`src/hw/rtl/lrt_pkg.sv`:
```
package lrt_pkg;

  // Widths of the interface fields
  localparam int unsigned SampleW = 10;
  localparam int unsigned FieldW  = 24;
  localparam int unsigned DistW   = 12;
  localparam int unsigned KW      = 11;

  // Widest tick counter the design supports
  localparam int unsigned TimeMax = 32;

  localparam int unsigned TimeBitsDef  = 24;
  localparam int unsigned FifoDepthDef = 4;

  localparam logic [KW-1:0]    KCm     = 11'd1833;
  localparam logic [KW-1:0]    KIn     = 11'd722;
  localparam logic [DistW-1:0] DistMax = 12'd4095;

  localparam logic [SampleW-1:0] EchoThrRst     = 10'd512;
  localparam logic [SampleW-1:0] ZeroThrRst     = 10'd512;
  localparam logic [FieldW-1:0]  SyncTimeoutRst = 24'd30000;
  localparam logic               UnitSelRst     = 1'b0;

  typedef enum logic [1:0] {
    CfgEchoThr     = 2'd0,
    CfgZeroThr     = 2'd1,
    CfgSyncTimeout = 2'd2,
    CfgUnitSel     = 2'd3
  } cfg_idx_e;

  typedef enum logic [1:0] {
    StDistOk      = 2'd0,
    StNoEcho      = 2'd1,
    StSyncTimeout = 2'd2,
    StCalDone     = 2'd3
  } status_e;

  typedef enum logic [3:0] {
    PhCalHigh = 4'd0,
    PhCalLow  = 4'd1,
    PhCalMeas = 4'd2,
    PhZrHigh  = 4'd3,
    PhZrLow   = 4'd4,
    PhZrWait  = 4'd5,
    PhMHigh   = 4'd6,
    PhMLow    = 4'd7,
    PhMEcho   = 4'd8,
    PhMPeak   = 4'd9
  } phase_e;

  typedef enum logic [2:0] {
    BkIdle = 3'd0,
    BkMul  = 3'd1,
    BkChk  = 3'd2,
    BkDiv  = 3'd3,
    BkOut  = 3'd4
  } back_e;

  typedef struct packed {
    logic               sync_level;
    logic [SampleW-1:0] echo_sample;
    logic [SampleW-1:0] zero_sample;
  } tick_t;

  typedef struct packed {
    status_e            status;
    logic [DistW-1:0]   distance;
    logic [FieldW-1:0]  echo_width;
    logic [SampleW-1:0] echo_peak;
    logic [FieldW-1:0]  sync_period;
  } result_t;

  // One finished measurement handed from the timing front to the back end
  typedef struct packed {
    status_e            status;
    logic               dist_ok;
    logic               inch;
    logic [TimeMax-1:0] delta;
    logic [TimeMax-1:0] divisor;
    logic [FieldW-1:0]  echo_width;
    logic [SampleW-1:0] echo_peak;
    logic [FieldW-1:0]  sync_period;
  } job_t;

  typedef struct packed {
    logic full;
    logic empty;
  } fifo_stat_t;

endpackage

```
`src/hw/rtl/lrt_front.sv`:
```
module lrt_front
  import lrt_pkg::*;
#(
  parameter int unsigned TIME_BITS = TimeBitsDef
) (
  input  logic               clk_i,
  input  logic               rst_ni,
  input  logic               step_i,
  input  tick_t              tick_i,
  input  logic [SampleW-1:0] echo_thr_i,
  input  logic [SampleW-1:0] zero_thr_i,
  input  logic [FieldW-1:0]  sync_timeout_i,
  input  logic               unit_sel_i,
  output logic               push_o,
  output job_t               job_o
);

  localparam logic [TIME_BITS-1:0] TSat = '1;

  phase_e               phase_q, phase_d;
  logic [TIME_BITS-1:0] tick_q, tick_d;
  logic [TIME_BITS-1:0] msw_q, msw_d;
  logic [TIME_BITS-1:0] zdly_q, zdly_d;
  logic [TIME_BITS-1:0] edly_q, edly_d;
  logic [SampleW-1:0]   peak_q, peak_d;
  logic [TIME_BITS-1:0] pulse_q, pulse_d;

  logic [TIME_BITS-1:0] tick_inc, pulse_inc;
  logic [TIME_BITS:0]   width2;
  logic [TimeMax:0]     tick_ext, tmo_ext;
  logic [TimeMax-1:0]   msw_w, pulse_w, delta_w;
  logic                 sync, sync_to, echo_to, echo_hit, zero_hit, peak_fall;

  assign tick_inc  = (tick_q == TSat) ? tick_q : tick_q + 1'b1;
  assign pulse_inc = (pulse_q == TSat) ? pulse_q : pulse_q + 1'b1;
  assign width2    = {tick_inc, 1'b0};
  assign tick_ext  = (TimeMax + 1)'(tick_inc);
  assign tmo_ext   = (TimeMax + 1)'(sync_timeout_i);

  assign sync      = tick_i.sync_level;
  assign sync_to   = tick_ext > tmo_ext;
  assign echo_to   = (TIME_BITS + 1)'(tick_inc) > {msw_q, 1'b0};
  assign echo_hit  = tick_i.echo_sample >= echo_thr_i;
  assign zero_hit  = tick_i.zero_sample >= zero_thr_i;
  assign peak_fall = tick_i.echo_sample < peak_q;

  assign msw_w   = TimeMax'(msw_q);
  assign pulse_w = TimeMax'(pulse_inc);
  assign delta_w = TimeMax'(edly_q - zdly_q);

  always_comb begin
    phase_d = phase_q;
    if (step_i) begin
      case (phase_q)
        PhCalHigh: if (sync) phase_d = PhCalLow;
        PhCalLow:  if (!sync) phase_d = PhCalMeas;
        PhCalMeas: if (sync) phase_d = PhZrHigh;
        PhZrHigh:  if (sync) phase_d = PhZrLow;
        PhMHigh:   if (sync) phase_d = PhMLow;
        PhZrLow: begin
          if (sync_to) phase_d = PhMHigh;
          else if (!sync) phase_d = PhZrWait;
        end
        PhMLow: begin
          if (sync_to) phase_d = PhMHigh;
          else if (!sync) phase_d = PhMEcho;
        end
        PhZrWait: if (zero_hit) phase_d = PhMHigh;
        PhMEcho: begin
          if (echo_hit) phase_d = PhMPeak;
          else if (echo_to) phase_d = PhMHigh;
        end
        PhMPeak: if (peak_fall) phase_d = PhMHigh;
        default: phase_d = PhCalHigh;
      endcase
    end
  end

  always_comb begin
    tick_d  = tick_q;
    msw_d   = msw_q;
    zdly_d  = zdly_q;
    edly_d  = edly_q;
    peak_d  = peak_q;
    pulse_d = pulse_q;
    push_o  = 1'b0;
    job_o             = '0;
    job_o.status      = StDistOk;
    job_o.sync_period = msw_w[FieldW-1:0];
    if (step_i) begin
      case (phase_q)
        PhCalHigh: ;
        PhCalLow: if (!sync) tick_d = '0;
        PhCalMeas: begin
          tick_d = tick_inc;
          if (sync) begin
            // sync width is twice the low phase
            msw_d  = width2[TIME_BITS] ? TSat : width2[TIME_BITS-1:0];
            tick_d = '0;
          end
        end
        PhZrHigh, PhMHigh: tick_d = tick_inc;
        PhZrLow, PhMLow: begin
          tick_d = tick_inc;
          if (sync_to) begin
            tick_d = '0;
            push_o = 1'b1;
            if (phase_q == PhZrLow) begin
              zdly_d       = '0;
              job_o.status = StCalDone;
            end else begin
              job_o.status = StSyncTimeout;
            end
          end else if (!sync) begin
            tick_d = '0;
          end
        end
        PhZrWait: begin
          tick_d = tick_inc;
          if (zero_hit) begin
            zdly_d       = tick_inc;
            tick_d       = '0;
            push_o       = 1'b1;
            job_o.status = StCalDone;
          end
        end
        PhMEcho: begin
          tick_d = tick_inc;
          if (echo_hit) begin
            edly_d  = tick_inc;
            peak_d  = tick_i.echo_sample;
            pulse_d = '0;
          end else if (echo_to) begin
            tick_d       = '0;
            push_o       = 1'b1;
            job_o.status = StNoEcho;
          end
        end
        PhMPeak: begin
          pulse_d = pulse_inc;
          if (!peak_fall) begin
            peak_d = tick_i.echo_sample;
          end else begin
            tick_d           = '0;
            push_o           = 1'b1;
            job_o.status     = StDistOk;
            job_o.dist_ok    = (edly_q > zdly_q) && (msw_q != '0);
            job_o.inch       = unit_sel_i;
            job_o.delta      = delta_w;
            job_o.divisor    = msw_w;
            job_o.echo_width = pulse_w[FieldW-1:0];
            job_o.echo_peak  = peak_q;
          end
        end
        default: tick_d = '0;
      endcase
    end
  end

  always_ff @(posedge clk_i or negedge rst_ni) begin
    if (!rst_ni) begin
      phase_q <= PhCalHigh;
      tick_q  <= '0;
      msw_q   <= '0;
      zdly_q  <= '0;
      edly_q  <= '0;
      peak_q  <= '0;
      pulse_q <= '0;
    end else begin
      phase_q <= phase_d;
      tick_q  <= tick_d;
      msw_q   <= msw_d;
      zdly_q  <= zdly_d;
      edly_q  <= edly_d;
      peak_q  <= peak_d;
      pulse_q <= pulse_d;
    end
  end

endmodule

```
`src/hw/rtl/lrt_fifo.sv`:
```
module lrt_fifo
  import lrt_pkg::*;
#(
  parameter int unsigned DEPTH = FifoDepthDef
) (
  input  logic       clk_i,
  input  logic       rst_ni,
  input  logic       push_i,
  input  job_t       data_i,
  input  logic       pop_i,
  output job_t       data_o,
  output fifo_stat_t stat_o
);

  localparam int unsigned PtrW = (DEPTH > 1) ? $clog2(DEPTH) : 1;
  localparam int unsigned CntW = $clog2(DEPTH + 1);
  localparam logic [PtrW-1:0] PtrLast = PtrW'(DEPTH - 1);
  localparam logic [CntW-1:0] CntFull = CntW'(DEPTH);

  job_t            mem_q [DEPTH];
  logic [PtrW-1:0] wr_q, wr_d, rd_q, rd_d;
  logic [CntW-1:0] cnt_q, cnt_d;
  logic            do_push, do_pop;

  assign stat_o.full  = cnt_q == CntFull;
  assign stat_o.empty = cnt_q == '0;
  assign do_push      = push_i && !stat_o.full;
  assign do_pop       = pop_i && !stat_o.empty;
  assign data_o       = mem_q[rd_q];

  always_comb begin
    wr_d  = wr_q;
    rd_d  = rd_q;
    cnt_d = cnt_q;
    if (do_push) wr_d = (wr_q == PtrLast) ? '0 : wr_q + 1'b1;
    if (do_pop) rd_d = (rd_q == PtrLast) ? '0 : rd_q + 1'b1;
    if (do_push && !do_pop) cnt_d = cnt_q + 1'b1;
    else if (do_pop && !do_push) cnt_d = cnt_q - 1'b1;
  end

  always_ff @(posedge clk_i or negedge rst_ni) begin
    if (!rst_ni) begin
      wr_q  <= '0;
      rd_q  <= '0;
      cnt_q <= '0;
    end else begin
      wr_q  <= wr_d;
      rd_q  <= rd_d;
      cnt_q <= cnt_d;
    end
  end

  always_ff @(posedge clk_i) begin
    if (do_push) mem_q[wr_q] <= data_i;
  end

endmodule

```
`src/hw/rtl/lrt_back.sv`:
```
module lrt_back
  import lrt_pkg::*;
#(
  parameter int unsigned TIME_BITS = TimeBitsDef
) (
  input  logic    clk_i,
  input  logic    rst_ni,
  input  logic    job_avail_i,
  input  job_t    job_i,
  output logic    pop_o,
  output logic    out_valid_o,
  input  logic    out_stall_i,
  output result_t out_o
);

  localparam int unsigned PW   = TIME_BITS + KW;
  localparam int unsigned CntW = $clog2(DistW);

  back_e                st_q, st_d;
  job_t                 job_q, job_d;
  logic [PW-1:0]        prod_q, prod_d;
  logic [PW-1:0]        rem_q, rem_d;
  logic [PW-1:0]        dsh_q, dsh_d;
  logic [DistW-1:0]     quo_q, quo_d;
  logic [CntW-1:0]      cnt_q, cnt_d;
  result_t              out_q, out_d;
  logic                 out_valid_q, out_valid_d;

  logic [TIME_BITS-1:0] divisor, delta;
  logic [KW-1:0]        kfac;
  logic                 over, ge, out_free, start_div;

  assign divisor   = job_q.divisor[TIME_BITS-1:0];
  assign delta     = job_q.delta[TIME_BITS-1:0];
  assign kfac      = job_q.inch ? KIn : KCm;
  assign over      = {1'b0, prod_q} >= {divisor, DistW'(0)};
  assign ge        = rem_q >= dsh_q;
  assign out_free  = !out_valid_q || !out_stall_i;
  assign start_div = (job_i.status == StDistOk) && job_i.dist_ok;

  assign pop_o       = (st_q == BkIdle) && job_avail_i;
  assign out_valid_o = out_valid_q;
  assign out_o       = out_q;

  always_comb begin
    st_d = st_q;
    case (st_q)
      BkIdle: if (job_avail_i) st_d = start_div ? BkMul : BkOut;
      BkMul:  st_d = BkChk;
      BkChk:  st_d = over ? BkOut : BkDiv;
      BkDiv:  if (cnt_q == '0) st_d = BkOut;
      BkOut:  if (out_free) st_d = BkIdle;
      default: st_d = BkIdle;
    endcase
  end

  always_comb begin
    job_d       = job_q;
    prod_d      = prod_q;
    rem_d       = rem_q;
    dsh_d       = dsh_q;
    quo_d       = quo_q;
    cnt_d       = cnt_q;
    out_d       = out_q;
    out_valid_d = out_valid_q && out_stall_i;
    case (st_q)
      BkIdle: begin
        job_d = job_i;
        quo_d = '0;
      end
      BkMul: prod_d = PW'(delta) * PW'(kfac);
      BkChk: begin
        if (over) begin
          quo_d = DistMax;
        end else begin
          // quotient fits in the distance width: restoring divide, MSB first
          rem_d = prod_q;
          dsh_d = {divisor, (DistW - 1)'(0)};
          cnt_d = CntW'(DistW - 1);
          quo_d = '0;
        end
      end
      BkDiv: begin
        rem_d = ge ? rem_q - dsh_q : rem_q;
        quo_d = {quo_q[DistW-2:0], ge};
        dsh_d = dsh_q >> 1;
        cnt_d = cnt_q - 1'b1;
      end
      BkOut: begin
        if (out_free) begin
          out_valid_d       = 1'b1;
          out_d.status      = job_q.status;
          out_d.distance    = quo_q;
          out_d.echo_width  = job_q.echo_width;
          out_d.echo_peak   = job_q.echo_peak;
          out_d.sync_period = job_q.sync_period;
        end
      end
      default: ;
    endcase
  end

  always_ff @(posedge clk_i or negedge rst_ni) begin
    if (!rst_ni) begin
      st_q        <= BkIdle;
      out_valid_q <= 1'b0;
    end else begin
      st_q        <= st_d;
      out_valid_q <= out_valid_d;
    end
  end

  always_ff @(posedge clk_i) begin
    job_q  <= job_d;
    prod_q <= prod_d;
    rem_q  <= rem_d;
    dsh_q  <= dsh_d;
    quo_q  <= quo_d;
    cnt_q  <= cnt_d;
    out_q  <= out_d;
  end

endmodule

```
`src/hw/rtl/laser_rangefinder_echo_timer.sv`:
```
// Laser rangefinder echo timer.
// Input channel (in_valid_i / in_stall_o / in_i): one request per microsecond
// tick with the sync pin level and the echo and zero converter samples.
// Output channel (out_valid_o / out_stall_i / out_o): at most one result per
// tick: distance, no echo, sync timeout or calibration done.
// Configuration: cfg_we_i writes cfg_wdata_i into register cfg_idx_i; write
// only while the block is idle.
// Throughput: one tick per cycle while the 4-entry queue between the timing
// front end and the distance back end has room; in_stall_o is high while it
// is full. The back end works out each distance with its 12-step restoring
// divider and takes no new job until the result is in the output register.
// A distance passes the multiply, range check, divide and output states; a
// saturated one skips the divide, a status result goes straight to output.
// Reset: thresholds, timeout and unit go to their defaults and calibration
// starts over; the queue and output register empty.
// A stalled result holds in the output register; ticks keep flowing until
// the queue fills.
module laser_rangefinder_echo_timer
  import lrt_pkg::*;
#(
  parameter int unsigned TIME_BITS  = TimeBitsDef,
  parameter int unsigned FIFO_DEPTH = FifoDepthDef
) (
  input  logic              clk_i,
  input  logic              rst_ni,
  input  logic              in_valid_i,
  output logic              in_stall_o,
  input  tick_t             in_i,
  output logic              out_valid_o,
  input  logic              out_stall_i,
  output result_t           out_o,
  input  logic              cfg_we_i,
  input  cfg_idx_e          cfg_idx_i,
  input  logic [FieldW-1:0] cfg_wdata_i
);

  logic [SampleW-1:0] echo_thr_q, zero_thr_q;
  logic [FieldW-1:0]  sync_timeout_q;
  logic               unit_sel_q;

  logic       step, push, pop;
  job_t       push_job, pop_job;
  fifo_stat_t fifo_stat;

  assign in_stall_o = fifo_stat.full;
  assign step       = in_valid_i && !in_stall_o;

  always_ff @(posedge clk_i or negedge rst_ni) begin
    if (!rst_ni) begin
      echo_thr_q     <= EchoThrRst;
      zero_thr_q     <= ZeroThrRst;
      sync_timeout_q <= SyncTimeoutRst;
      unit_sel_q     <= UnitSelRst;
    end else if (cfg_we_i) begin
      case (cfg_idx_i)
        CfgEchoThr:     echo_thr_q     <= cfg_wdata_i[SampleW-1:0];
        CfgZeroThr:     zero_thr_q     <= cfg_wdata_i[SampleW-1:0];
        CfgSyncTimeout: sync_timeout_q <= cfg_wdata_i;
        CfgUnitSel:     unit_sel_q     <= cfg_wdata_i[0];
        default: ;
      endcase
    end
  end

  lrt_front #(
    .TIME_BITS (TIME_BITS)
  ) u_front (
    .clk_i          (clk_i),
    .rst_ni         (rst_ni),
    .step_i         (step),
    .tick_i         (in_i),
    .echo_thr_i     (echo_thr_q),
    .zero_thr_i     (zero_thr_q),
    .sync_timeout_i (sync_timeout_q),
    .unit_sel_i     (unit_sel_q),
    .push_o         (push),
    .job_o          (push_job)
  );

  lrt_fifo #(
    .DEPTH (FIFO_DEPTH)
  ) u_fifo (
    .clk_i  (clk_i),
    .rst_ni (rst_ni),
    .push_i (push),
    .data_i (push_job),
    .pop_i  (pop),
    .data_o (pop_job),
    .stat_o (fifo_stat)
  );

  lrt_back #(
    .TIME_BITS (TIME_BITS)
  ) u_back (
    .clk_i       (clk_i),
    .rst_ni      (rst_ni),
    .job_avail_i (!fifo_stat.empty),
    .job_i       (pop_job),
    .pop_o       (pop),
    .out_valid_o (out_valid_o),
    .out_stall_i (out_stall_i),
    .out_o       (out_o)
  );

`ifndef NO_ASSERTIONS
  a_push_room: assert property (@(posedge clk_i) disable iff (!rst_ni)
    push |-> !fifo_stat.full)
    else $error("measurement pushed into a full queue");

  a_pop_data: assert property (@(posedge clk_i) disable iff (!rst_ni)
    pop |-> !fifo_stat.empty)
    else $error("back end popped an empty queue");

  a_status_fields: assert property (@(posedge clk_i) disable iff (!rst_ni)
    out_valid_o && (out_o.status != StDistOk) |->
      (out_o.distance == '0) && (out_o.echo_width == '0) && (out_o.echo_peak == '0))
    else $error("status result carries measurement fields");
`endif

endmodule
```
`config.mk`:
```
export PLATFORM = sky130hd
export DESIGN_NAME = laser_rangefinder_echo_timer
export DESIGN_NICKNAME = d
export VERILOG_FILES = /design/src/hw/rtl/lrt_pkg.sv /design/src/hw/rtl/lrt_front.sv /design/src/hw/rtl/lrt_fifo.sv /design/src/hw/rtl/lrt_back.sv /design/src/hw/rtl/laser_rangefinder_echo_timer.sv
export SDC_FILE = /design/constraint.sdc
export NUM_CORES = 2
export LEC_CHECK = 0
export ABC_AREA = 1
export BUFFER_PORTS_ARGS = -buffer_cell sky130_fd_sc_hd__buf_2
export CAP_MARGIN = 25
export CORE_MARGIN = 1
export CORE_UTILIZATION = 55
export CTS_CLUSTER_DIAMETER = 60
export DETAILED_ROUTE_END_ITERATION = 7
export GPL_ROUTABILITY_DRIVEN = 0
export PLACE_DENSITY = 0.72
export SLEW_MARGIN = 30
export SYNTH_ARGS = -nofsm -noshare
export SYNTH_HDL_FRONTEND = slang
export SYNTH_SLANG_ARGS = --single-unit
```
`constraint.sdc`:
```
create_clock -name clk_i -period 15 [get_ports clk_i]
set_input_delay 2.25 -clock clk_i [delete_from_list [all_inputs] [get_ports clk_i]]
set_output_delay 2.25 -clock clk_i [all_outputs]
set_load 0.01 [all_outputs]
```
==> flow_summary.ini <==
[timing]
finClkSkew_ns = 0.06930
grt_setup_unrepaired = no
min_period_over_period_pct = 39.04
hold_violations = 0
setup_tns_ns = 0
maxSlewHeadroom_pct = 34.09
fin_ws_ns = 9.145
fin_crit_ns = 5.855
max_freq_mhz = 170.8
worst_pin_slew_ns = 0.9886
holdWs_ns = 0.4188
setup_viol = 0
drv_slew = 0

[clocking]
cts_resized = 0
h-tree-depth = 3
clk_latency_ns = 0.68
clkSinkCount = 932
holdBufCountCts = 0
post_cts_buffers = 0
cts_tree = yes
cts_root_buf = clkbuf_16
cts_max_path_buffers = 3
numCtsBuffers = 97
clk_pin_slew_ns = 0.06

[logic_synthesis]
synth_top_area_share_pct = 45.76
syn_area_um2 = 48690
yosysSeqAreaShare_pct = 55.55
synth_area_leader_cell = edfxtp_1
synthArstFlopShare_pct = 20.39
synthTopCellsByArea = edfxtp_1, dfrtp_1, fa_1
synth_edf_count = 742
avgSynthCellArea_um2 = 10.39
ys.flop_type = edfxtp_1
yosysUniqueCellTypes = 57
netlist_instances = 4688
yosysWarnings = 0
synth_seq_cells = 932

[place]
dp_slack_ns = 8.694
portBuffers = 125
dp.cells = 5889
place_hpwl_um = 79880

[floorplan]
die_x_um = 299.5
die_y_um = 299.5
core_area_um2 = 87160
dieArea_um2 = 89720
start_util_pct = 55.86
num_rows = 108
io_pins = 126

[grt]
grt_pass1_vias = 33451
grt_pass1_wl_um = 179900
antenna_found_initial = 1
grt_max_degree = 154
grtUsageTotal_pct = 25.53
gr-total-overflow = 0

[detailed_routing]
wl_per_cell_um = 18.80
avgViaCountPerCell = 5.589
routed_wl_um = 114100
postRouteAntennaNets = 0
drc = 0
first_pass_iters = 6
drtIter0Drc = 3093
dr_total_vias = 33924

[status]
status = completed

[cells_and_area]
layout_common_cells = nand2_1, edfxtp_1, inv_1
drive_gt1_share_pct = 7.874
diodes = 0
final_common_cell = nand2_1
stdcell_count = 6070
area_growth_pct = 10.75
fin_nets = 5292

[worst_setup_path]
required_ns = 15.41
cp-end-kind = flip-flop
cp_max_fo = 49
cp.buffers_inverters = 6
crit_chain = buf_4 -> nor2_1 -> inv_1 -> fa_1 -> inv_1 -> fa_1 -> fa_1 -> fa_1 -> inv_1 -> fa_1 -> inv_1 -> ha_1 -> nand2_1 -> inv_1 -> a21oi_1 -> a21boi_0 -> o21ai_0 -> nand2_1 -> nand2_1 -> nand2_1 -> nand2_1 -> xor2_1
cp_slowest_stage_delay_ns = 0.56
arrival_ns = 6.26
worstSetupPathType = reg -> reg
slowest_stage = fa_1
critPathTopFamily = adder cells
worstSetupStartpointType = flip-flop

[worst_hold_path]
min_path_type = reg -> reg

[flow_run]
drv_cap = 0
[metrics by stage]
step	util [%]	cell area (µm²)
after floorplan	-	48790
after global placement	58.07	50620
after detailed placement	58.09	50630
after CTS	61.85	53910
after global routing	61.87	53920
final	61.87	53920
[path summary, 6_finish.rpt]
kind	start	to	slack (ns)	cells past startpoint
max	u_back.job_q[122]$_DFFE_PP_	u_back.prod_q[25]$_DFFE_PP_	9.14	22
min	u_back.job_q[44]$_DFFE_PP_	u_back.out_o[44]$_DFFE_PP_	0.42	0
max reg2reg	u_back.job_q[122]$_DFFE_PP_	u_back.prod_q[25]$_DFFE_PP_	9.14	22
min reg2reg	u_back.job_q[44]$_DFFE_PP_	u_back.out_o[44]$_DFFE_PP_	0.42	0
max in group asynchronous	rst_ni	u_fifo.rd_q[0]$_DFFE_PN0P_	12.10	2
min in group asynchronous	rst_ni	sync_timeout_q[19]$_DFFE_PN0P_	1.56	1
[routing by layer]
layer	vias up	GRT usage, %	wire [µm]
li1	16111	-	-
met1	16445	35.20	48710
met2	1164	42.14	54630
met3	202	3.559	7336
met4	2	7.969	3423
met5	-	0	13
[synthesized netlist by cell type (10+ instances only)]
library cell / instances
a21o_1: 15
a21oi_1: 171
a22oi_1: 14
a31oi_1: 28
buf_1: 10
buf_2: 11
clkbuf_1: 111
dfrtp_1: 181
edfxtp_1: 742
fa_1: 176
ha_1: 231
inv_1: 642
inv_2: 10
nand2_1: 746
nand3_1: 149
nand4_1: 50
nor2_1: 589
nor3_1: 37
nor4_1: 25
o21a_1: 14
o21ai_0: 404
o21bai_1: 14
o22ai_1: 110
o31ai_1: 16
xnor2_1: 34
xor2_1: 56
[state kept, by name, summed over array words and instances, names as in the netlist, 3 cells and up]
name and flops:
u_front.edly_q 24, u_back.st_q 3, u_back.out_o 72, u_back.delta 24, u_front.peak_q 10, u_front.tick_q 24
u_front.pulse_q 24, zero_thr_q 10, echo_thr_q 10, u_back.quo_q 12, u_front.phase_q 4, u_back.prod_q 35
u_back.divisor 24, u_front.msw_q 24, u_fifo.cnt_q 3, u_back.job_q 61, u_back.cnt_q 4, u_back.rem_q 35
u_fifo.mem_q 440, u_back.dsh_q 35, sync_timeout_q 24, u_front.zdly_q 24
[cells by family after synthesis]
logic type,count (synthesis),share of synthesized area [%]
AND/OR/NAND/NOR,1642,13.97
flip-flops,932,55.55
AO/OA/AOI/OAI,821,9.362
buffers and inverters,790,6.180
XOR/XNOR,93,1.719
adder cells (fa/ha/maj),407,13.17
multiplexers,1,0.02313
other,2,0.01542
[layout make-up]
class	instances	area (µm²)
flip-flops and latches	932	27050
clock buffers	122	2639
well taps	1155	1445
repair buffers	157	889.6
inverters	653	2461
fillers	6946	33240
clock inverters	59	638.1
multi-input cells	2992	18800
Power is left out: the tool's default activity adds up to more than one toggle a clock period on the data nets, which glitch-free logic cannot reach.
